<file path="src/sv/hbe_pkg.sv">
// Shared constants, command codes and item types for the histogram binning engine.
// No dependencies; every other file imports this package.
`default_nettype none

package hbe_pkg;

	// Store geometry
	localparam int MAX_BINS    = 256;
	localparam int BIN_W       = $clog2(MAX_BINS);
	localparam int COUNT_BITS  = 32;

	// Field widths
	localparam int DATA_W      = 32;
	localparam int NBIN_W      = 9;
	localparam int PROD_W      = DATA_W + NBIN_W;
	localparam int DVS_W       = DATA_W + BIN_W - 1;
	localparam int STEP_W      = $clog2(BIN_W);
	localparam int CMD_W       = 2;
	localparam int IN_TDATA_W  = 48;
	localparam int OUT_TDATA_W = 48;
	localparam int OUT_PAD_W   = OUT_TDATA_W - (BIN_W + COUNT_BITS + 2);

	// Configuration port
	localparam int CFG_IDX_W   = 2;
	localparam logic [CFG_IDX_W-1:0] REG_RANGE_MIN = 2'd0;
	localparam logic [CFG_IDX_W-1:0] REG_RANGE_MAX = 2'd1;
	localparam logic [CFG_IDX_W-1:0] REG_BIN_COUNT = 2'd2;

	// Commands; the same codes travel through the queue
	localparam logic [CMD_W-1:0] CMD_CLEAR = 2'd0;
	localparam logic [CMD_W-1:0] CMD_ADD   = 2'd1;
	localparam logic [CMD_W-1:0] CMD_READ  = 2'd2;
	localparam logic [CMD_W-1:0] CMD_NONE  = 2'd3;

	// Queue between classifier and store
	localparam int QUEUE_DEPTH = 2;
	localparam int QPTR_W      = $clog2(QUEUE_DEPTH);
	localparam int QCNT_W      = $clog2(QUEUE_DEPTH + 1);

	typedef struct packed {
		logic signed [DATA_W-1:0] range_min;
		logic signed [DATA_W-1:0] range_max;
		logic [NBIN_W-1:0]        bin_count;
	} cfg_t;

	typedef struct packed {
		logic [CMD_W-1:0] cmd;
		logic [BIN_W-1:0] bin;
		logic             below;
	} op_entry_t;

endpackage

`default_nettype wire

</file>
<file path="src/sv/hbe_queue.sv">
// Two-entry register queue carrying classified operations from front to back.
// Depends on hbe_pkg.
`default_nettype none

module hbe_queue import hbe_pkg::*; (
	input  wire logic      clk,
	input  wire logic      arst_n,
	input  wire logic      push,
	input  wire op_entry_t push_data,
	output logic           full,
	input  wire logic      pop,
	output op_entry_t      pop_data,
	output logic           empty
);

	op_entry_t          entry_q [QUEUE_DEPTH];
	logic [QPTR_W-1:0]  wptr_q;
	logic [QPTR_W-1:0]  rptr_q;
	logic [QCNT_W-1:0]  cnt_q;
	logic               do_push;
	logic               do_pop;

	assign full     = (cnt_q == QCNT_W'(QUEUE_DEPTH));
	assign empty    = (cnt_q == '0);
	assign do_push  = push && !full;
	assign do_pop   = pop && !empty;
	assign pop_data = entry_q[rptr_q];

	always_ff @(posedge clk or negedge arst_n) begin
		if (!arst_n) begin
			wptr_q <= '0;
			rptr_q <= '0;
			cnt_q  <= '0;
		end else begin
			if (do_push) wptr_q <= wptr_q + 1'b1;
			if (do_pop)  rptr_q <= rptr_q + 1'b1;
			if (do_push && !do_pop)      cnt_q <= cnt_q + 1'b1;
			else if (do_pop && !do_push) cnt_q <= cnt_q - 1'b1;
		end
	end

	always_ff @(posedge clk) begin
		if (do_push) entry_q[wptr_q] <= push_data;
	end

endmodule

`default_nettype wire

</file>
<file path="config.mk">
export PLATFORM = sky130hd
export DESIGN_NAME = hbe_queue
export DESIGN_NICKNAME = d
export VERILOG_FILES = /design/src/sv/hbe_pkg.sv /design/src/sv/hbe_queue.sv
export SDC_FILE = /design/constraint.sdc
export NUM_CORES = 1
export LEC_CHECK = 0
export BUFFER_PORTS_ARGS = -buffer_cell sky130_fd_sc_hd__buf_2
export CORE_MARGIN = 4
export CORE_UTILIZATION = 45
export CTS_CLUSTER_SIZE = 14
export DETAILED_ROUTE_END_ITERATION = 10
export HOLD_SLACK_MARGIN = 0.06
export PLACE_DENSITY = 0.8
export SLEW_MARGIN = 15
export SYNTH_ARGS = -nofsm -noshare
export SYNTH_HDL_FRONTEND = slang
export SYNTH_SLANG_ARGS = --single-unit
</file>
<file path="constraint.sdc">
create_clock -name clk -period 2.9 [get_ports clk]
set_input_delay 0.58 -clock clk [delete_from_list [all_inputs] [get_ports clk]]
set_output_delay 0.58 -clock clk [all_outputs]
set_load 0.03 [all_outputs]
</file>
==> results of run 1 <==
==> critical path, stage by stage (launching register included) <==
cell	delay (ns)
dfrtp_1	0.67
mux2_1	0.38
buf_2	0.18
==> kinds of logic (layout without fill, tap and decap cells) <==
family                   after synthesis  count (layout)  synth area share [%]
buffers and inverters                  3              35                  1.87
XOR/XNOR                               5               5                  5.12
adder cells (fa/ha/maj)                1               1                  1.25
flip-flops                            26              26                  75.9
multiplexers                          11              11                  12.4
AND/OR/NAND/NOR                        6               6                  3.00
AO/OA/AOI/OAI                          1               1                 0.499
==> area by class of cell <==
| class | instances | area, µm² | area share (%) |
|---|---|---|---|
| flip-flops and latches | 26 | 761 | 62.7 |
| repair buffers | 29 | 153 | 12.6 |
| inverters | 2 | 7.51 | 0.619 |
| clock buffers | 4 | 36.3 | 2.99 |
| well taps | 27 | 33.8 | 2.78 |
| multi-input cells | 24 | 223 | 18.4 |
==> flip-flops by register name, summed over array words and instances, names as in the netlist <==
name     cells
entry_q     22
rptr_q       1
cnt_q        2
wptr_q       1
==> final timing paths <==
kind | end | slack (ns) | depth (start not counted)
min | entry_q[0][5]$_DFFE_PP_ | 0.45 | 1
max in group asynchronous | rptr_q$_DFFE_PN0P_ | 2.19 | 2
max | pop_data[0] | 0.78 | 2
min reg2reg | cnt_q[1]$_DFFE_PN0P_ | 0.53 | 1
min in group asynchronous | wptr_q$_DFFE_PN0P_ | 0.59 | 2
max reg2reg | entry_q[0][2]$_DFFE_PP_ | 1.35 | 4
==> metrics by stage <==
step,std cells,instance area [µm²]
CTS,112,1210
finish,112,1210
global route,112,1210
global placement,107,1170
detailed placement,107,1170
floorplan,53,1000
==> routing by layer <==
| metal | wire length (µm) | GRT usage (%) |
|---|---|---|
| met1 | 552 | 10.6 |
| met2 | 740 | 21.7 |
| met3 | 123 | 3.49 |
| met4 | 26 | 6.07 |
| met5 | 0 | 0 |
==> repair_timing <==
| item | 4_1_cts | 5_1_grt |
|---|---|---|
| hold endpoints to repair | 4 | 0 |
| hold buffers | 1 | 0 |
| setup endpoints to repair | 0 | 0 |
==> cell usage in the layout, fill, tap and decap left out, drive strengths merged <==
master	n
clkbuf	4
buf	28
inv	2
nor2	3
nand2b	1
dlygate4sd3	1
edfxtp	22
mux2	11
nand2	1
and3	1
xnor2	3
xor2	2
ha	1
dfrtp	4
o21ai	1
==> power groups by stage <==
stage / Combinational [mW] / Clock [mW] / Sequential [mW]
3_5_place_dp: 0.487 / 0 / 0.601
2_1_floorplan: 0.398 / 0 / 0.566
5_1_grt: 0.522 / 0.202 / 0.604
6_report: 0.482 / 0.171 / 0.591
3_3_place_gp: 0.481 / 0 / 0.596
4_1_cts: 0.491 / 0.180 / 0.592
==> qor.txt, run 1 <==
Antenna Nets Post-Route = 0
Avg Synthesized Cell Area = 18.9 µm²
CORE AREA = 2040 µm²
Ports = 28
Synth area leader = edfxtp_1
Initial DRC Count = 5
Worst Tran Pin Value = 0.512 ns
deepest clock path buffer count = 2
GP Congestion = 0.642
Distinct cells, synth = 14
hold path start = push_data[5]
leak pwr = 0.496 nW
Setup Total Neg Slack = 0 ns
pin count of the biggest net entering global routing = 15
Setup Skew = 0.00379 ns
die width = 55.2 µm
number of flops mapped to enable cells by yosys = 22
asr flop ratio synth = 15.4%
Mapped Area = 1000 µm²
Net Sw Frac = 37.7%
RR Startpoint = cnt_q[0]$_DFFE_PN0P_
Clk network pwr share = 13.8%
outcome = finished clean
CTS Buf Count = 3
# diodes = 0
die footprint = 3050 µm²
Max rail drop VDD = 0.520 mV
Data required, critical path = 2.32 ns
CTS root buf = clkbuf_4
Worst Path Arrival = 1.54 ns
Max Clk Rate = 472 MHz
Clock transition at path regs = 0.12 ns
Main synth FF type = edfxtp_1
Yosys Warn Count = 0
worst min path class = input port to flip-flop
slew margin rel. = 65.9%
vias in the first global route = 576
Syn Nets = 69
CTS tree = built
most common cell in the synthesized netlist = edfxtp_1
Min Hold Slack = 0.446 ns
initial core utilization = 49.1%
Max Cap Viol = 0
Total Wirelength = 1440 µm
Post-CTS Setup Bufs = 0
CP Class = flip-flop to output port
synthesis-to-layout area growth = 21.1%
Net Sw Power = 0.469 mW
Rows = 16
pre-CTS setup slack = 1.12 ns
cell count after synthesis = 53
port buffer count = 27
top cells by count, synth = edfxtp_1, mux2_1, dfrtp_1
number of synthesized register bits = 26
fin crit period = 2.12 ns
Flop pwr share = 47.5%
CP startpoint = rptr_q$_DFFE_PN0P_
first-pass GRT wire length = 2300 µm
Synth area leaders = edfxtp_1, mux2_1, dfrtp_1
DIE HEIGHT = 55.2 µm
register area share after synthesis = 75.9%
first drt pass iteration count = 2
Resize count post-CTS = 0
final hold vios = 0
drt drc = 0
RSZ-0062 raised after global routing = false
routed len/inst = 12.9 µm
Final Util = 59.4%
initial antenna violation count = 0
# H-tree levels = 1
combinational share of power = 38.7%
final slew viol count = 0
fin crit share = 73.0%
Via density = 4.68
Pint = 0.774 mW
fillcell total = 172
total track usage = 11.4%
Final Setup Violations = 0
final setup margin = 0.783 ns
Vias = 524
PD cells = 1020 nW/µm²
top-area cell type share of the netlist area = 65.9%
share of layout cells above drive strength 1 = 40.0%
Total Power = 1.24 mW
Total Nets Final = 102
Crit Path Max Fanout = 12
clock sink count = 26
CP Launch Type = flip-flop
crit end category = output port
GR Overflow Total = 0
Clock Latency Late Sink = 0.31 ns
hpwl dp = 1090 µm
(Power assumes the default switching activity.)
==> run 2, diff against run 1 <==
CORE_UTILIZATION = 44   (was 45)
PLACE_DENSITY = 0.82   (was 0.8)
clock period = 1.8 ns   (was 2.9 ns; I/O delays follow)
==> run 2 against run 1 <==
Effect of this change: sequential power rose by 54%; register-to-register slack got worse by 1.1 ns; final area grew 1.6%; non-clock buffer count grew 4; clock power is 39% higher; critical endpoint is now pop_data[10]; combinational power grew 84%; global-route usage down 0.79 points; via count grew 5.9%; clock skew is 0.0045 ns higher; critical path depth rose by 1.
==> qor.txt, run 2 (synthesis gave the netlist of run 1 again) <==
clock sink count = 26
Rows = 17
most frequent CP cell = buf_2
RSZ-0062 raised after global routing = false
hpwl dp = 1180 µm
Total Wirelength = 1610 µm
Buf/Inv on CP = 2
delay of the slowest cell on the worst path = 0.42 ns
Ports = 28
CTS root buf = clkbuf_4
CP max-delay cell = dfrtp_2
fillcell total = 177
deepest clock path buffer count = 2
GP Congestion = 0.693
Data required, critical path = 1.44 ns
worst min path class = input port to flip-flop
Initial DRC Count = 19
fin crit period = 1.74 ns
Clock Latency Late Sink = 0.31 ns
initial antenna violation count = 0
GR Overflow Total = 0
slew margin rel. = 66.1%
leak pwr = 0.508 nW
port buffer count = 27
CTS tree = built
first-pass GRT wire length = 2490 µm
Max Cap Viol = 0
PD cells = 1650 nW/µm²
Stages on worst setup path = 3
dpl cell area = 1180 µm²
crit end category = output port
most common cell after layout, fill and taps aside = buf_2
RR Startpoint = cnt_q[0]$_DFFE_PN0P_
die width = 55.7 µm
crit path cell chain = buf_2, mux2_1, buf_2
CP Launch Type = flip-flop
Vias = 555
CP Class = flip-flop to output port
vias in the first global route = 570
r2r endpoint = cnt_q[1]$_DFFE_PN0P_
total track usage = 10.6%
fin crit share = 96.7%
final setup margin = 0.0590 ns
pre-CTS setup slack = 0.224 ns
Largest regs = entry_q x22, cnt_q x2
commonest cells after routing, fill and taps aside = buf_2, edfxtp_1, mux2_1
pin count of the biggest net entering global routing = 15
Setup Total Neg Slack = 0 ns
Antenna Nets Post-Route = 0
Crit Path Max Fanout = 6
FF-to-FF path depth = 7
first drt pass iteration count = 4
# H-tree levels = 1
Largest Register = entry_q
Total Nets Final = 106
outcome = finished clean
final hold vios = 0
Final Setup Violations = 0
Clock transition at path regs = 0.13 ns
max reg flops = 22
initial core utilization = 45.7%
synthesis-to-layout area growth = 23.1%
CP startpoint = rptr_q$_DFFE_PN0P_
Max Clk Rate = 574 MHz
die footprint = 3110 µm²
Critical Path End = pop_data[10]
final slew viol count = 0
Worst Path Arrival = 1.38 ns
drt drc = 0
r2r setup slk = 0.25 ns
final instance area = 1230 µm²
DIE HEIGHT = 55.7 µm
Max rail drop VDD = 0.874 mV
share of layout cells above drive strength 1 = 42.7%
Setup Skew = 0.00827 ns
cell family with the largest share of critical-path delay = flip-flops
CTS Buf Count = 3
hold path depth = 1
routed len/inst = 13.7 µm
Via density = 4.74
CORE AREA = 2190 µm²
# diodes = 0
Worst Tran Pin Value = 0.509 ns
==> run 2: cell types whose count changed in the layout (fill, tap and decap cells not counted) <==
cell	delta
buf_4	+3
buf_2	+1
clkbuf_1	+1
clkbuf_8	-1
dfrtp_1	-1
dfrtp_2	+1
==> run 2: worst min-delay path by stage <==
stage / start / endpoint / slack (ns)
after detailed placement: arst_n / cnt_q[0]$_DFFE_PN0P_ / 0.17
after floorplan: arst_n / cnt_q[0]$_DFFE_PN0P_ / 0.06
final: push_data[8] / entry_q[0][8]$_DFFE_PP_ / 0.23
after global placement: arst_n / cnt_q[1]$_DFFE_PN0P_ / 0.17
after CTS: push_data[2] / entry_q[1][2]$_DFFE_PP_ / 0.22
after global routing: push_data[5] / entry_q[0][5]$_DFFE_PP_ / 0.20
==> run 2: cell type report <==
class                           instances  area, µm²  share of cell area [%]
Timing Repair Buffer                   33        180                    14.6
Sequential cell                        26        762                    61.8
Multi-Input combinational cell         24        223                    18.1
Inverter                                2       7.51                   0.609
Clock buffer                            4       26.3                    2.13
Tap cell                               28       35.0                    2.84
==> run 2: metal layers <==
| metal | part of all wire [%] | track usage (%) |
|---|---|---|
| met4 | 2.6 | 8.33 |
| met1 | 38 | 11.1 |
| met2 | 55 | 18.2 |
| met5 | 0 | 0 |
| met3 | 4.9 | 2.09 |
==> run 2: timing repair <==
item / in CTS / in global routing
gates cloned: 0 / 0
pin swaps: 0 / 0
gates resized for setup: 1 / 0
buffers inserted: 0 / 3
hold buffers: 1 / 0
setup endpoints to repair: 11 / 11
endpoints found under the hold margin: 4 / 0
==> run 2: stage by stage <==
step	hold slack, ns	utilization, %	std cells	total power [mW]
after floorplan	0.0644	-	53	1.55
after global placement	0.169	53.7	109	1.74
after detailed placement	0.166	53.7	109	1.77
after CTS	0.219	55.4	114	2.01
after global routing	0.205	56.3	117	2.15
final	0.232	56.3	117	2.04
==> run 2: worst reg2reg max path, cell delays in order, from the launching register on <==
cell and delay (ns):
dfrtp_1 0.46, nand2b_1 0.21, nand2_2 0.13, inv_1 0.05, ha_1 0.20, xor2_1 0.16, nor2_1 0.12, xor2_1 0.16
==> run 2: report_power, final <==
group / internal [mW] / switching (mW)
sequential: 0.838 / 0.0748
combinational: 0.333 / 0.554
clock: 0.0864 / 0.150
==> run 3, diff against run 2 <==
CORE_UTILIZATION = 45   (was 44)
GPL_TIMING_DRIVEN = 0   (was default)
PLACE_DENSITY = 0.8   (was 0.82)
clock period = 1.7 ns   (was 1.8 ns; I/O delays follow)
==> run 3 against run 2 <==
Effect of this change: core utilization grew 9.6 points; power grew 21%; register-to-register slack lost 0.08 ns; combinational power grew 41%; via count grew 0.54%; routed wire length shrank 0.25%; sequential cell count is the same; clock power grew 3%; sequential share of layout area shrank 5.3 points; final area grew 9.1%; non-clock buffer count is the same; critical path type unchanged.
==> qor.txt, run 3 (synthesis gave the netlist of run 1 again) <==
worst min path class = input port to flip-flop
PD cells = 1830 nW/µm²
Clock Latency Late Sink = 0.30 ns
fin crit share = 99.6%
vias in the first global route = 559
hold path depth = 1
Max Clk Rate = 591 MHz
Hold EP = entry_q[1][4]$_DFFE_PP_
r2r endpoint = entry_q[0][2]$_DFFE_PP_
Final Util = 65.9%
port buffer count = 27
Data required, critical path = 1.36 ns
initial antenna violation count = 0
fillcell total = 163
Setup Skew = 0.00115 ns
die footprint = 3050 µm²
hold path start = push_data[4]
Reg area = 761 µm²
final hold vios = 0
CTS Buf Count = 3
final slew viol count = 0
CP Launch Type = flip-flop
# diodes = 0
# H-tree levels = 1
Worst Path Arrival = 1.35 ns
RSZ-0062 raised after global routing = true
outcome = finished clean
Final Setup Violations = 0
crit end category = output port
routed len/inst = 13.8 µm
max reg flops = 22
Largest regs = entry_q x22, cnt_q x2
GP Congestion = 0.692
CORE AREA = 2040 µm²
Rows = 16
total track usage = 10.8%
CP Class = flip-flop to output port
GR Overflow Total = 0
die width = 55.2 µm
commonest cells after routing, fill and taps aside = edfxtp_1, buf_2, buf_6
Via density = 4.81
Largest Register = entry_q
synthesis-to-layout area growth = 34.3%
Total Wirelength = 1600 µm
initial core utilization = 49.1%
first drt pass iteration count = 3
share of layout cells above drive strength 1 = 53.9%
Initial DRC Count = 6
CTS tree = built
clock sink count = 26
Max Cap Viol = 0
Setup Total Neg Slack = 0 ns
drt drc = 0
CTS root buf = clkbuf_4
multi-input logic area = 259 µm²
Ports = 28
DIE HEIGHT = 55.2 µm
deepest clock path buffer count = 2
Total Nets Final = 106
slew margin rel. = 63.2%
FF-to-FF path depth = 3
pin count of the biggest net entering global routing = 15
r2r setup slk = 0.17 ns
leak pwr = 0.573 nW
first-pass GRT wire length = 2260 µm
fin crit period = 1.69 ns
Crit Path Max Fanout = 3
Clock transition at path regs = 0.12 ns
Max rail drop VDD = 1.01 mV
Worst Tran Pin Value = 0.552 ns
RR Startpoint = cnt_q[0]$_DFFE_PN0P_
Antenna Nets Post-Route = 0
most common cell after layout, fill and taps aside = edfxtp_1
Vias = 558
==> run 3: cell types whose count changed in the layout (fill, tap and decap cells not counted), sizes merged <==
cell    before  now
clkbuf       4    3
clkinv       0    1
==> run 3: worst max path at each step <==
stage                                     from                      end
final                       rptr_q$_DFFE_PN0P_              pop_data[3]
after global routing        rptr_q$_DFFE_PN0P_              pop_data[3]
after CTS                   rptr_q$_DFFE_PN0P_              pop_data[5]
after detailed placement  cnt_q[0]$_DFFE_PN0P_  entry_q[0][0]$_DFFE_PP_
after global placement    cnt_q[0]$_DFFE_PN0P_  entry_q[0][8]$_DFFE_PP_
after floorplan           cnt_q[0]$_DFFE_PN0P_  entry_q[0][0]$_DFFE_PP_
==> run 3: report_power, final <==
group | internal (mW) | leakage, nW | switching (mW)
Clock | 0.0855 | 0.0154 | 0.159
Combinational | 0.612 | 0.306 | 0.633
Sequential | 0.887 | 0.251 | 0.0923
==> run 3: repair_timing <==
item | 4_1_cts | 5_1_grt
gates resized for setup | 15 | 23
gates cloned | 0 | 1
setup endpoints to repair | 20 | 11
setup buffers | 2 | 1
hold endpoints to repair | 4 | 0
hold buffers | 1 | 0
==> run 3: final cells by class <==
cell class	count	share of cell area, %
buffer	1	0.836
timing repair buffer	32	18.4
multi-input combinational	24	19.2
tap	27	2.51
clock inverter	1	0.279
clock buffer	3	1.67
inverter	2	0.558
sequential	26	56.5
==> run 3: metrics by stage <==
step | instances | power (mW) | setup WS (ns) | hold WS [ns] | area [µm²]
final | 116 | 2.47 | 0.00699 | 0.216 | 1350
after global routing | 116 | 2.61 | -0.0476 | 0.184 | 1350
after CTS | 114 | 2.26 | -0.0141 | 0.207 | 1270
after detailed placement | 107 | 1.88 | -0.0957 | 0.153 | 1170
after global placement | 107 | 1.85 | -0.0725 | 0.152 | 1170
after floorplan | 53 | 1.64 | 0.175 | 0.0444 | 1000
==> run 3: per-layer routing <==
layer	vias to the layer above	wire [µm]	track usage, %
li1	266	-	-
met5	-	0	0
met3	2	87	1.61
met4	0	13	6.07
met2	16	848	19.5
met1	274	654	11.9
==> run 3: worst max-delay path: stages, from the launching register on <==
cell	delay [ns]
dfrtp_1	0.44
buf_4	0.16
mux2_1	0.32
buf_6	0.14
