File: src/sv/hbe_pkg.sv
// Shared constants, command codes and item types for the histogram binning engine.
// No dependencies; every other file imports this package.
`default_nettype none

package hbe_pkg;

	// Store geometry
	localparam int MAX_BINS    = 256;
	localparam int BIN_W       = $clog2(MAX_BINS);
	localparam int COUNT_BITS  = 32;

	// Field widths
	localparam int DATA_W      = 32;
	localparam int NBIN_W      = 9;
	localparam int PROD_W      = DATA_W + NBIN_W;
	localparam int DVS_W       = DATA_W + BIN_W - 1;
	localparam int STEP_W      = $clog2(BIN_W);
	localparam int CMD_W       = 2;
	localparam int IN_TDATA_W  = 48;
	localparam int OUT_TDATA_W = 48;
	localparam int OUT_PAD_W   = OUT_TDATA_W - (BIN_W + COUNT_BITS + 2);

	// Configuration port
	localparam int CFG_IDX_W   = 2;
	localparam logic [CFG_IDX_W-1:0] REG_RANGE_MIN = 2'd0;
	localparam logic [CFG_IDX_W-1:0] REG_RANGE_MAX = 2'd1;
	localparam logic [CFG_IDX_W-1:0] REG_BIN_COUNT = 2'd2;

	// Commands; the same codes travel through the queue
	localparam logic [CMD_W-1:0] CMD_CLEAR = 2'd0;
	localparam logic [CMD_W-1:0] CMD_ADD   = 2'd1;
	localparam logic [CMD_W-1:0] CMD_READ  = 2'd2;
	localparam logic [CMD_W-1:0] CMD_NONE  = 2'd3;

	// Queue between classifier and store
	localparam int QUEUE_DEPTH = 2;
	localparam int QPTR_W      = $clog2(QUEUE_DEPTH);
	localparam int QCNT_W      = $clog2(QUEUE_DEPTH + 1);

	typedef struct packed {
		logic signed [DATA_W-1:0] range_min;
		logic signed [DATA_W-1:0] range_max;
		logic [NBIN_W-1:0]        bin_count;
	} cfg_t;

	typedef struct packed {
		logic [CMD_W-1:0] cmd;
		logic [BIN_W-1:0] bin;
		logic             below;
	} op_entry_t;

endpackage

`default_nettype wire

File: src/sv/hbe_front.sv
// Front end: accepts items, classifies them and finds the bin of each sample
// with a multiply and a one-bit-per-cycle restoring divider. Depends on hbe_pkg.
`default_nettype none

module hbe_front import hbe_pkg::*; (
	input  wire logic                  clk,
	input  wire logic                  arst_n,
	input  wire cfg_t                  cfg,
	input  wire logic                  s_tvalid,
	output logic                       s_tready,
	input  wire logic [IN_TDATA_W-1:0] s_tdata,
	input  wire logic                  q_full,
	output logic                       q_push,
	output op_entry_t                  q_data
);

	localparam logic [1:0] F_IDLE = 2'd0;
	localparam logic [1:0] F_MUL  = 2'd1;
	localparam logic [1:0] F_DIV  = 2'd2;
	localparam logic [1:0] F_PUSH = 2'd3;

	logic [1:0]               state_q;
	logic [CMD_W-1:0]         cmd;
	logic signed [DATA_W-1:0] smp;
	logic [BIN_W-1:0]         ridx;
	logic [NBIN_W-1:0]        n_c;
	logic [BIN_W-1:0]         last_bin;
	logic                     below;
	logic                     empty_rng;
	logic                     above;
	logic                     accept;
	logic                     need_div;
	logic [DATA_W:0]          diff_c;
	logic [DATA_W:0]          span_c;
	logic [PROD_W-1:0]        trial;
	logic                     ge;

	logic [DATA_W-1:0]        diff_q;
	logic [DATA_W-1:0]        span_q;
	logic [NBIN_W-1:0]        n_q;
	logic [PROD_W-1:0]        prod_q;
	logic [DVS_W-1:0]         dvs_q;
	logic [BIN_W-1:0]         quo_q;
	logic [STEP_W-1:0]        step_q;

	assign cmd  = s_tdata[CMD_W-1:0];
	assign smp  = $signed(s_tdata[CMD_W+DATA_W-1:CMD_W]);
	assign ridx = s_tdata[CMD_W+DATA_W+BIN_W-1:CMD_W+DATA_W];

	// Bins in use: zero counts as one, anything past the store is capped
	always_comb begin
		if (cfg.bin_count == '0)                         n_c = NBIN_W'(1);
		else if (cfg.bin_count > NBIN_W'(MAX_BINS))      n_c = NBIN_W'(MAX_BINS);
		else                                             n_c = cfg.bin_count;
	end
	assign last_bin = BIN_W'(n_c - 1'b1);

	assign below     = $signed(smp) < $signed(cfg.range_min);
	assign empty_rng = $signed(cfg.range_max) <= $signed(cfg.range_min);
	assign above     = $signed(smp) >= $signed(cfg.range_max);
	assign diff_c    = {smp[DATA_W-1], smp} - {cfg.range_min[DATA_W-1], cfg.range_min};
	assign span_c    = {cfg.range_max[DATA_W-1], cfg.range_max}
	                 - {cfg.range_min[DATA_W-1], cfg.range_min};

	assign s_tready = (state_q == F_IDLE) && !q_full;
	assign accept   = s_tvalid && s_tready;
	assign need_div = (cmd == CMD_ADD) && !below && !empty_rng && !above;

	assign trial = PROD_W'(dvs_q);
	assign ge    = prod_q >= trial;

	always_comb begin
		q_push = 1'b0;
		q_data = '0;
		if (state_q == F_IDLE) begin
			if (accept && !need_div) begin
				q_push       = 1'b1;
				q_data.cmd   = cmd;
				q_data.below = (cmd == CMD_ADD) && below;
				if (cmd == CMD_READ)
					q_data.bin = ridx;
				else if (cmd == CMD_ADD && !below && !empty_rng && above)
					q_data.bin = last_bin;
			end
		end else if (state_q == F_PUSH) begin
			q_push     = !q_full;
			q_data.cmd = CMD_ADD;
			q_data.bin = quo_q;
		end
	end

	always_ff @(posedge clk or negedge arst_n) begin
		if (!arst_n) begin
			state_q <= F_IDLE;
		end else begin
			unique case (state_q)
				F_IDLE: if (accept && need_div) state_q <= F_MUL;
				F_MUL:  state_q <= F_DIV;
				F_DIV:  if (step_q == '0) state_q <= F_PUSH;
				F_PUSH: if (!q_full) state_q <= F_IDLE;
				default: state_q <= F_IDLE;
			endcase
		end
	end

	// Datapath: hold operands, multiply once, then peel one quotient bit a cycle
	always_ff @(posedge clk) begin
		unique case (state_q)
			F_IDLE: begin
				diff_q <= diff_c[DATA_W-1:0];
				span_q <= span_c[DATA_W-1:0];
				n_q    <= n_c;
			end
			F_MUL: begin
				prod_q <= {{NBIN_W{1'b0}}, diff_q} * {{DATA_W{1'b0}}, n_q};
				dvs_q  <= {span_q, {(BIN_W-1){1'b0}}};
				step_q <= STEP_W'(BIN_W - 1);
				quo_q  <= '0;
			end
			F_DIV: begin
				if (ge) prod_q <= prod_q - trial;
				quo_q  <= {quo_q[BIN_W-2:0], ge};
				dvs_q  <= dvs_q >> 1;
				step_q <= step_q - 1'b1;
			end
			default: ;
		endcase
	end

endmodule

`default_nettype wire

File: config.mk
export PLATFORM = sky130hd
export DESIGN_NAME = hbe_front
export DESIGN_NICKNAME = d
export VERILOG_FILES = /design/src/sv/hbe_pkg.sv /design/src/sv/hbe_front.sv
export SDC_FILE = /design/constraint.sdc
export NUM_CORES = 1
export LEC_CHECK = 0
export BUFFER_PORTS_ARGS = -buffer_cell sky130_fd_sc_hd__buf_2
export CAP_MARGIN = 20
export CORE_MARGIN = 3
export CORE_UTILIZATION = 50
export DETAILED_ROUTE_END_ITERATION = 8
export GPL_TIMING_DRIVEN = 0
export PLACE_DENSITY = 0.68
export REMOVE_ABC_BUFFERS = 1
export SLEW_MARGIN = 20
export SYNTH_ARGS = -nofsm -noshare
export SYNTH_HDL_FRONTEND = slang
export SYNTH_SLANG_ARGS = --single-unit
export TNS_END_PERCENT = 1
File: constraint.sdc
create_clock -name clk -period 6.7 [get_ports clk]
set_input_delay 0 -clock clk [delete_from_list [all_inputs] [get_ports clk]]
set_output_delay 0 -clock clk [all_outputs]
set_load 0.02 [all_outputs]
==> impl_metrics.env, run 1 <==
export IMPL_die_x_um=214
export IMPL_muxShareOfSynthArea=0.0205
export IMPL_area_growth_pct=10.5
export IMPL_ant_nets=0
export IMPL_period_share=0.960
export IMPL_drive_gt1_frac=0.106
export IMPL_dieHeight_um=214
export IMPL_async_reset_ff_frac=0.0120
export IMPL_pre_cts_ws_ns=-0.273
export IMPL_grt_pass1_wl_um=94900
export IMPL_max_freq_ghz=0.155
export IMPL_synth_seq_cells=166
export IMPL_grt_pass1_vias=17651
export IMPL_rrSetupSlack_ns=0.27
export IMPL_synth_adder_area_share=0.316
export IMPL_drc=0
export IMPL_ys_types=79
export IMPL_cts_sinks=166
export IMPL_timing_hold_ws_ns=0.0278
export IMPL_ys_seq_area_frac=0.231
export IMPL_wirelength_um=60300
export IMPL_cts_buffers=17
export IMPL_endpoint_kind="flop"
export IMPL_grt_ovfl_total=0
export IMPL_hold_viol_final=0
export IMPL_finalWeightedCongestion=0.958
export IMPL_synth_main_ff_cell="edfxtp_1"
export IMPL_clock_latency_ns=0.46
export IMPL_holdPathEnd="diff_q[0]$_DFFE_PP_"
export IMPL_period_needed_ns=6.43
export IMPL_r2r_cells=19
export IMPL_synth_top_area_frac=0.228
export IMPL_synth_cells=2339
export IMPL_hp_class="input port to flop"
export IMPL_dp_hpwl_um=47500
export IMPL_antenna_found_initial=11
export IMPL_num_vias=17380
export IMPL_yosysWarnings=0
export IMPL_maxCapViolCount=0
export IMPL_clkTransAtPathRegs_ns=0.08
export IMPL_rsz0062_at_grt="false"
export IMPL_avgSynthCellArea_sq_um=9.22
export IMPL_ctsHtreeMaxLevel=4
export IMPL_synth_simple_gate_area_frac=0.164
export IMPL_slew_headroom=0.458
export IMPL_worstReg2RegEnd="prod_q[40]$_DFFE_PP_"
export IMPL_cp_slowest_cell="edfxtp_1"
export IMPL_nets=3012
export IMPL_cts_tree="done"
export IMPL_die_area_sq_um=45700
export IMPL_max_slew_worst_pin_slew_ns=0.806
export IMPL_min_delay_start="s_tdata[2]"
export IMPL_io_pins=138
export IMPL_worstSetupStartpointType="flop"
export IMPL_critPathRequiredTime_ns=6.87
export IMPL_fillCellCount=3816
export IMPL_crit_chain="buf_8, and2_1, fa_1, fa_1, fa_1, inv_1, fa_1, inv_1, ha_1, a21oi_1, o21ai_0, a22o_1, a31oi_1, o21ai_1, a31o_2, o311ai_1, o21ai_0, a2111oi_1, o32ai_1"
export IMPL_synth_compound_area_frac=0.146
export IMPL_fp_row_count=75
export IMPL_synth_area_leaders="edfxtp_1 (23%), fa_1 (20%), ha_1 (12%)"
export IMPL_maxSlewViolCount=0
export IMPL_clock_skew_final_ns=0.0118
export IMPL_viasPerCell=5.74
export IMPL_cp_max_fo=22
export IMPL_status="complete, no violations"
export IMPL_synth_top_area_cell="edfxtp_1"
export IMPL_track_usage=0.271
export IMPL_core_sq_um=42200
export IMPL_synth_xor_xnor_area_share=0.0455
export IMPL_synth_most_common_cell="inv_1"
export IMPL_holdPathStages=4
export IMPL_fin_ws_ns=0.266
export IMPL_critPathMostFrequentCell="fa_1"
export IMPL_syn_cell_area_sq_um=21600
export IMPL_cp_arrival_ns=6.60
export IMPL_cts_root_buf="clkbuf_16"
export IMPL_start_util=0.511
export IMPL_post_drt_wl_per_cell_um=19.9
export IMPL_r2r_start="n_q[3]$_DFFE_PP_"
export IMPL_synth_edff_count=164
export IMPL_path_class="flop to flop"
export IMPL_grt_max_degree=53
export IMPL_synth_top_family_by_area="adder cells"
export IMPL_finalSetupViolCount=0
export IMPL_synthTopCellsByCount="inv_1 (377), fa_1 (214), ha_1 (203), nand2_1 (198), and2_1 (185)"
export IMPL_first_iter_violations=1198
export IMPL_critPathMaxStageDelay_ns=0.56
export IMPL_clock_path_buffers=2
export IMPL_drt_pass1_iterations=5
export IMPL_io_buffers=131
==> critical path: cells and delay by family, from the launching register on <==
kind	cells	cell delay [ns]
AOI/OAI and AO/OA	10	2.54
adders and majority gates	5	2.52
buffers and inverters	3	0.34
DFF	1	0.56
and+or+nand+nor	1	0.17
==> through the flow <==
step,cell area [sq um],instances,setup TNS (ns),util
6_report,23800,3026,0,0.564
5_1_grt,23800,3022,0,0.564
4_1_cts,23800,3021,0,0.564
3_5_place_dp,23000,2961,-0.392,0.544
3_3_place_gp,22700,2947,-61.62,0.537
2_1_floorplan,21300,2277,0,-
==> worst max-delay path by stage <==
stage                                 from                   end  cells past startpoint
CTS                       n_q[1]$_DFFE_PP_  prod_q[40]$_DFFE_PP_                     21
floorplan                 n_q[0]$_DFFE_PP_  prod_q[40]$_DFFE_PP_                     19
global route              n_q[3]$_DFFE_PP_  prod_q[40]$_DFFE_PP_                     19
detailed placement    n_q[8]$_SDFFCE_PP0P_  prod_q[40]$_DFFE_PP_                     19
finish                    n_q[3]$_DFFE_PP_  prod_q[40]$_DFFE_PP_                     19
global placement    state_q[0]$_DFFE_PN0P_  prod_q[16]$_DFFE_PP_                      3
==> registers in the layout, indices dropped and copies added, names as in the netlist <==
register  cells
quo_q         8
step_q        3
n_q           9
diff_q       32
dvs_q        39
span_q       32
state_q       2
prod_q       41
==> cell usage in the layout (no fill, tap or decap), drive strengths merged, types with 5 or more instances in the layout <==
master       count
o21a            33
a21boi           6
mux2i            6
buf            162
clkbuf          18
a21oi          132
and3            17
o31ai           11
xor2            40
nor3            21
o31a             8
nand2b          20
a221oi           5
o22ai            7
nand4           26
o21bai          19
a211oi          16
nand2          198
o41ai            5
or3             13
or4              7
edfxtp         164
ha             203
a31o             6
nor2b           31
and2           185
a22oi           11
o211ai           7
nand3           31
inv            386
a31oi           13
a21o            61
or2             10
o21ai           94
nor2           115
mux2            34
fa             214
xnor2           72
dlygate4sd3     12
==> routing by layer <==
metal	GRT usage	up-vias	part of all wire	routed length, um
met5	0	-	0.0010	61
met4	0.0925	10	0.036	2190
met3	0.0509	112	0.075	4510
met2	0.451	644	0.47	28100
met1	0.358	8470	0.42	25500
li1	-	8144	-	-
==> cell families (layout without fill, tap and decap cells) <==
group / after synthesis / in the layout
AND/OR/NAND/NOR: 691 / 691
other: 0 / 4
multiplexers: 40 / 40
flip-flops: 166 / 166
XOR/XNOR: 112 / 112
AO/OA/AOI/OAI: 474 / 474
adder cells (fa/ha/maj): 417 / 417
buffers and inverters: 439 / 583
==> cell type report <==
cell class	count	area (sq um)	area share
clock inverter	14	133	0.00557
multi-input combinational	1734	15000	0.629
sequential	166	4970	0.209
timing repair buffer	174	1210	0.0507
inverter	377	1420	0.0594
tap	539	674	0.0283
antenna	4	10.0	0.000420
clock buffer	18	429	0.0180
==> repair_timing <==
item	CTS	global route
hold buffers	12	0
hold endpoints to repair	12	0
gates resized for setup	0	1
buffers inserted	16	1
pin swaps	0	0
endpoints found under the setup margin	2	6
Power of run 1 is left out: the tool's default activity adds up to more than one toggle a clock period on the data nets, which glitch-free logic cannot reach.
==> inputs of run 2 (changes only) <==
--- a/config.mk
+++ b/config.mk
@@ -10,8 +10,7 @@
 export CORE_MARGIN = 3
 export CORE_UTILIZATION = 50
 export DETAILED_ROUTE_END_ITERATION = 8
-export GPL_TIMING_DRIVEN = 0
-export PLACE_DENSITY = 0.68
+export PLACE_DENSITY = 0.74
 export REMOVE_ABC_BUFFERS = 1
 export SLEW_MARGIN = 20
 export SYNTH_ARGS = -nofsm -noshare
==> run 2 against run 1 <==
Global-route usage decreased by 0.51 points; highest routed layer unchanged; routed wire length is 3.6% lower; worst hold slack improved by 0.0050 ns; die area is the same; utilization shrank 0.43 points; via count increased by 0.71%; critical path type unchanged; register-to-register slack improved by 0.08 ns.
==> impl_metrics.env, run 2 (synthesized netlist as in run 1, its figures left out) <==
export IMPL_cts_root_buf="clkbuf_16"
export IMPL_worstSetupStartpoint="n_q[0]$_DFFE_PP_"
export IMPL_maxSlewViolCount=0
export IMPL_worstReg2RegEnd="prod_q[40]$_DFFE_PP_"
export IMPL_crit_chain="buf_4, nand2_1, fa_1, inv_1, fa_1, fa_1, inv_1, fa_1, inv_1, ha_1, and3_1, a221o_1, or3_1, a31o_2, o311ai_1, o21ai_0, a2111oi_0, o32ai_1"
export IMPL_io_buffers=131
export IMPL_io_pins=138
export IMPL_worst_path_stages=18
export IMPL_largest_register="prod_q"
export IMPL_seq_area_sq_um=4970
export IMPL_final_cell_mix="inv_1 (377), fa_1 (214), ha_1 (201)"
export IMPL_r2r_start="n_q[0]$_DFFE_PP_"
export IMPL_post_drt_wl_per_cell_um=19.3
export IMPL_status="complete, no violations"
export IMPL_final_setup_tns_ns=0
export IMPL_cts_tree="done"
export IMPL_critPathMostFrequentCell="fa_1"
export IMPL_cts_buffers=17
export IMPL_largest_reg_flops=41
export IMPL_place_area_sq_um=22900
export IMPL_dp_hpwl_um=46400
export IMPL_critPathMaxStageDelay_ns=0.85
export IMPL_cts_sinks=166
export IMPL_num_vias=17504
export IMPL_grt_max_degree=81
export IMPL_grt_ovfl_total=0
export IMPL_reg_largest_list="prod_q: 41 flops, dvs_q: 39 flops"
export IMPL_fin_ws_ns=0.342
export IMPL_rrSetupSlack_ns=0.34
export IMPL_hp_class="input port to flop"
export IMPL_finalSetupViolCount=0
export IMPL_track_usage=0.266
export IMPL_dieHeight_um=214
export IMPL_area_growth_pct=9.63
export IMPL_multi_input_area_sq_um=15000
export IMPL_fillCellCount=3740
export IMPL_critPathRequiredTime_ns=6.89
export IMPL_fp_row_count=75
export IMPL_path_class="flop to flop"
export IMPL_maxCapViolCount=0
export IMPL_first_iter_violations=1198
export IMPL_ant_nets=0
export IMPL_cp_max_fo=17
export IMPL_clock_latency_ns=0.47
export IMPL_rsz0062_at_grt="false"
export IMPL_start_util=0.511
export IMPL_ctsHtreeMaxLevel=4
export IMPL_hold_viol_final=0
export IMPL_period_share=0.949
export IMPL_grt_pass1_wl_um=94400
export IMPL_endpoint="prod_q[40]$_DFFE_PP_"
export IMPL_path_buf_inv=4
export IMPL_wirelength_um=58100
export IMPL_nets=3005
export IMPL_drive_gt1_frac=0.104
export IMPL_clkTransAtPathRegs_ns=0.08
export IMPL_pre_cts_ws_ns=0.450
export IMPL_fin_area_sq_um=23600
export IMPL_endpoint_kind="flop"
export IMPL_max_slew_worst_pin_slew_ns=1.08
export IMPL_final_util=0.560
export IMPL_cp_slowest_cell="edfxtp_1"
export IMPL_clock_path_buffers=2
export IMPL_post_cts_setup_buffers=0
export IMPL_antenna_found_initial=2
export IMPL_viasPerCell=5.80
export IMPL_worstSetupStartpointType="flop"
export IMPL_cp_top_family="adder cells"
export IMPL_layout_commonest_cell="inv_1"
export IMPL_cp_arrival_ns=6.55
export IMPL_r2r_cells=18
export IMPL_die_x_um=214
export IMPL_drc=0
export IMPL_period_needed_ns=6.36
export IMPL_core_sq_um=42200
export IMPL_grt_pass1_vias=18102
export IMPL_max_freq_ghz=0.157
export IMPL_finalWeightedCongestion=0.936
export IMPL_slew_headroom=0.277
export IMPL_die_area_sq_um=45700
export IMPL_drt_pass1_iterations=5
export IMPL_clock_skew_final_ns=0.0106
==> run 2: changes by cell type in the layout (fill, tap and decap cells not counted), moves of 2 or more <==
cell / change
buf_16: -4
buf_4: +10
buf_6: -2
buf_8: -10
clkinv_8: +2
diode_2: -3
==> run 2: timing repair <==
action,CTS,global route
hold buffers,12,0
endpoints found under the hold margin,12,0
gates resized for setup,0,0
==> run 2: metrics by stage <==
step           std cells  hold WS, ns
6_report            3016       0.0328
5_1_grt             3015       0.0440
4_1_cts             3015       0.0270
3_5_place_dp        2971       -0.212
3_3_place_gp        2971       -0.215
2_1_floorplan       2277       -0.296
==> run 2: layout make-up <==
type / count / share of cell area
inverter: 377 / 0.0599
clock buffer: 17 / 0.0180
multi-input combinational: 1734 / 0.634
clock inverter: 15 / 0.00773
sequential: 166 / 0.210
timing repair buffer: 167 / 0.0415
tap: 539 / 0.0285
antenna: 1 / 0.000106
==> run 2: routing by layer <==
metal / wire length (um) / track usage / vias up
li1: - / - / 8120
met1: 24200 / 0.346 / 8649
met2: 27300 / 0.442 / 627
met3: 5050 / 0.0639 / 106
met4: 1580 / 0.0804 / 2
met5: 9 / 0 / -
==> run 2: worst min-delay path by stage <==
| stage | from | end | slack, ns | cells after the start |
|---|---|---|---|---|
| after floorplan | arst_n | state_q[0]$_DFFE_PN0P_ | -0.30 | 0 |
| after global placement | arst_n | state_q[1]$_DFFE_PN0P_ | -0.21 | 1 |
| final | s_tdata[2] | diff_q[0]$_DFFE_PP_ | 0.03 | 4 |
| after detailed placement | arst_n | state_q[0]$_DFFE_PN0P_ | -0.21 | 1 |
| after global routing | s_tdata[2] | diff_q[0]$_DFFE_PP_ | 0.04 | 4 |
| after CTS | s_tdata[2] | diff_q[0]$_DFFE_PP_ | 0.03 | 4 |
==> run 2: worst min-delay path, cell delays in order <==
cell   delay (ns)
buf_2        0.10
inv_1        0.07
ha_1         0.13
inv_1        0.04
Power of run 2 is left out for the same reason.
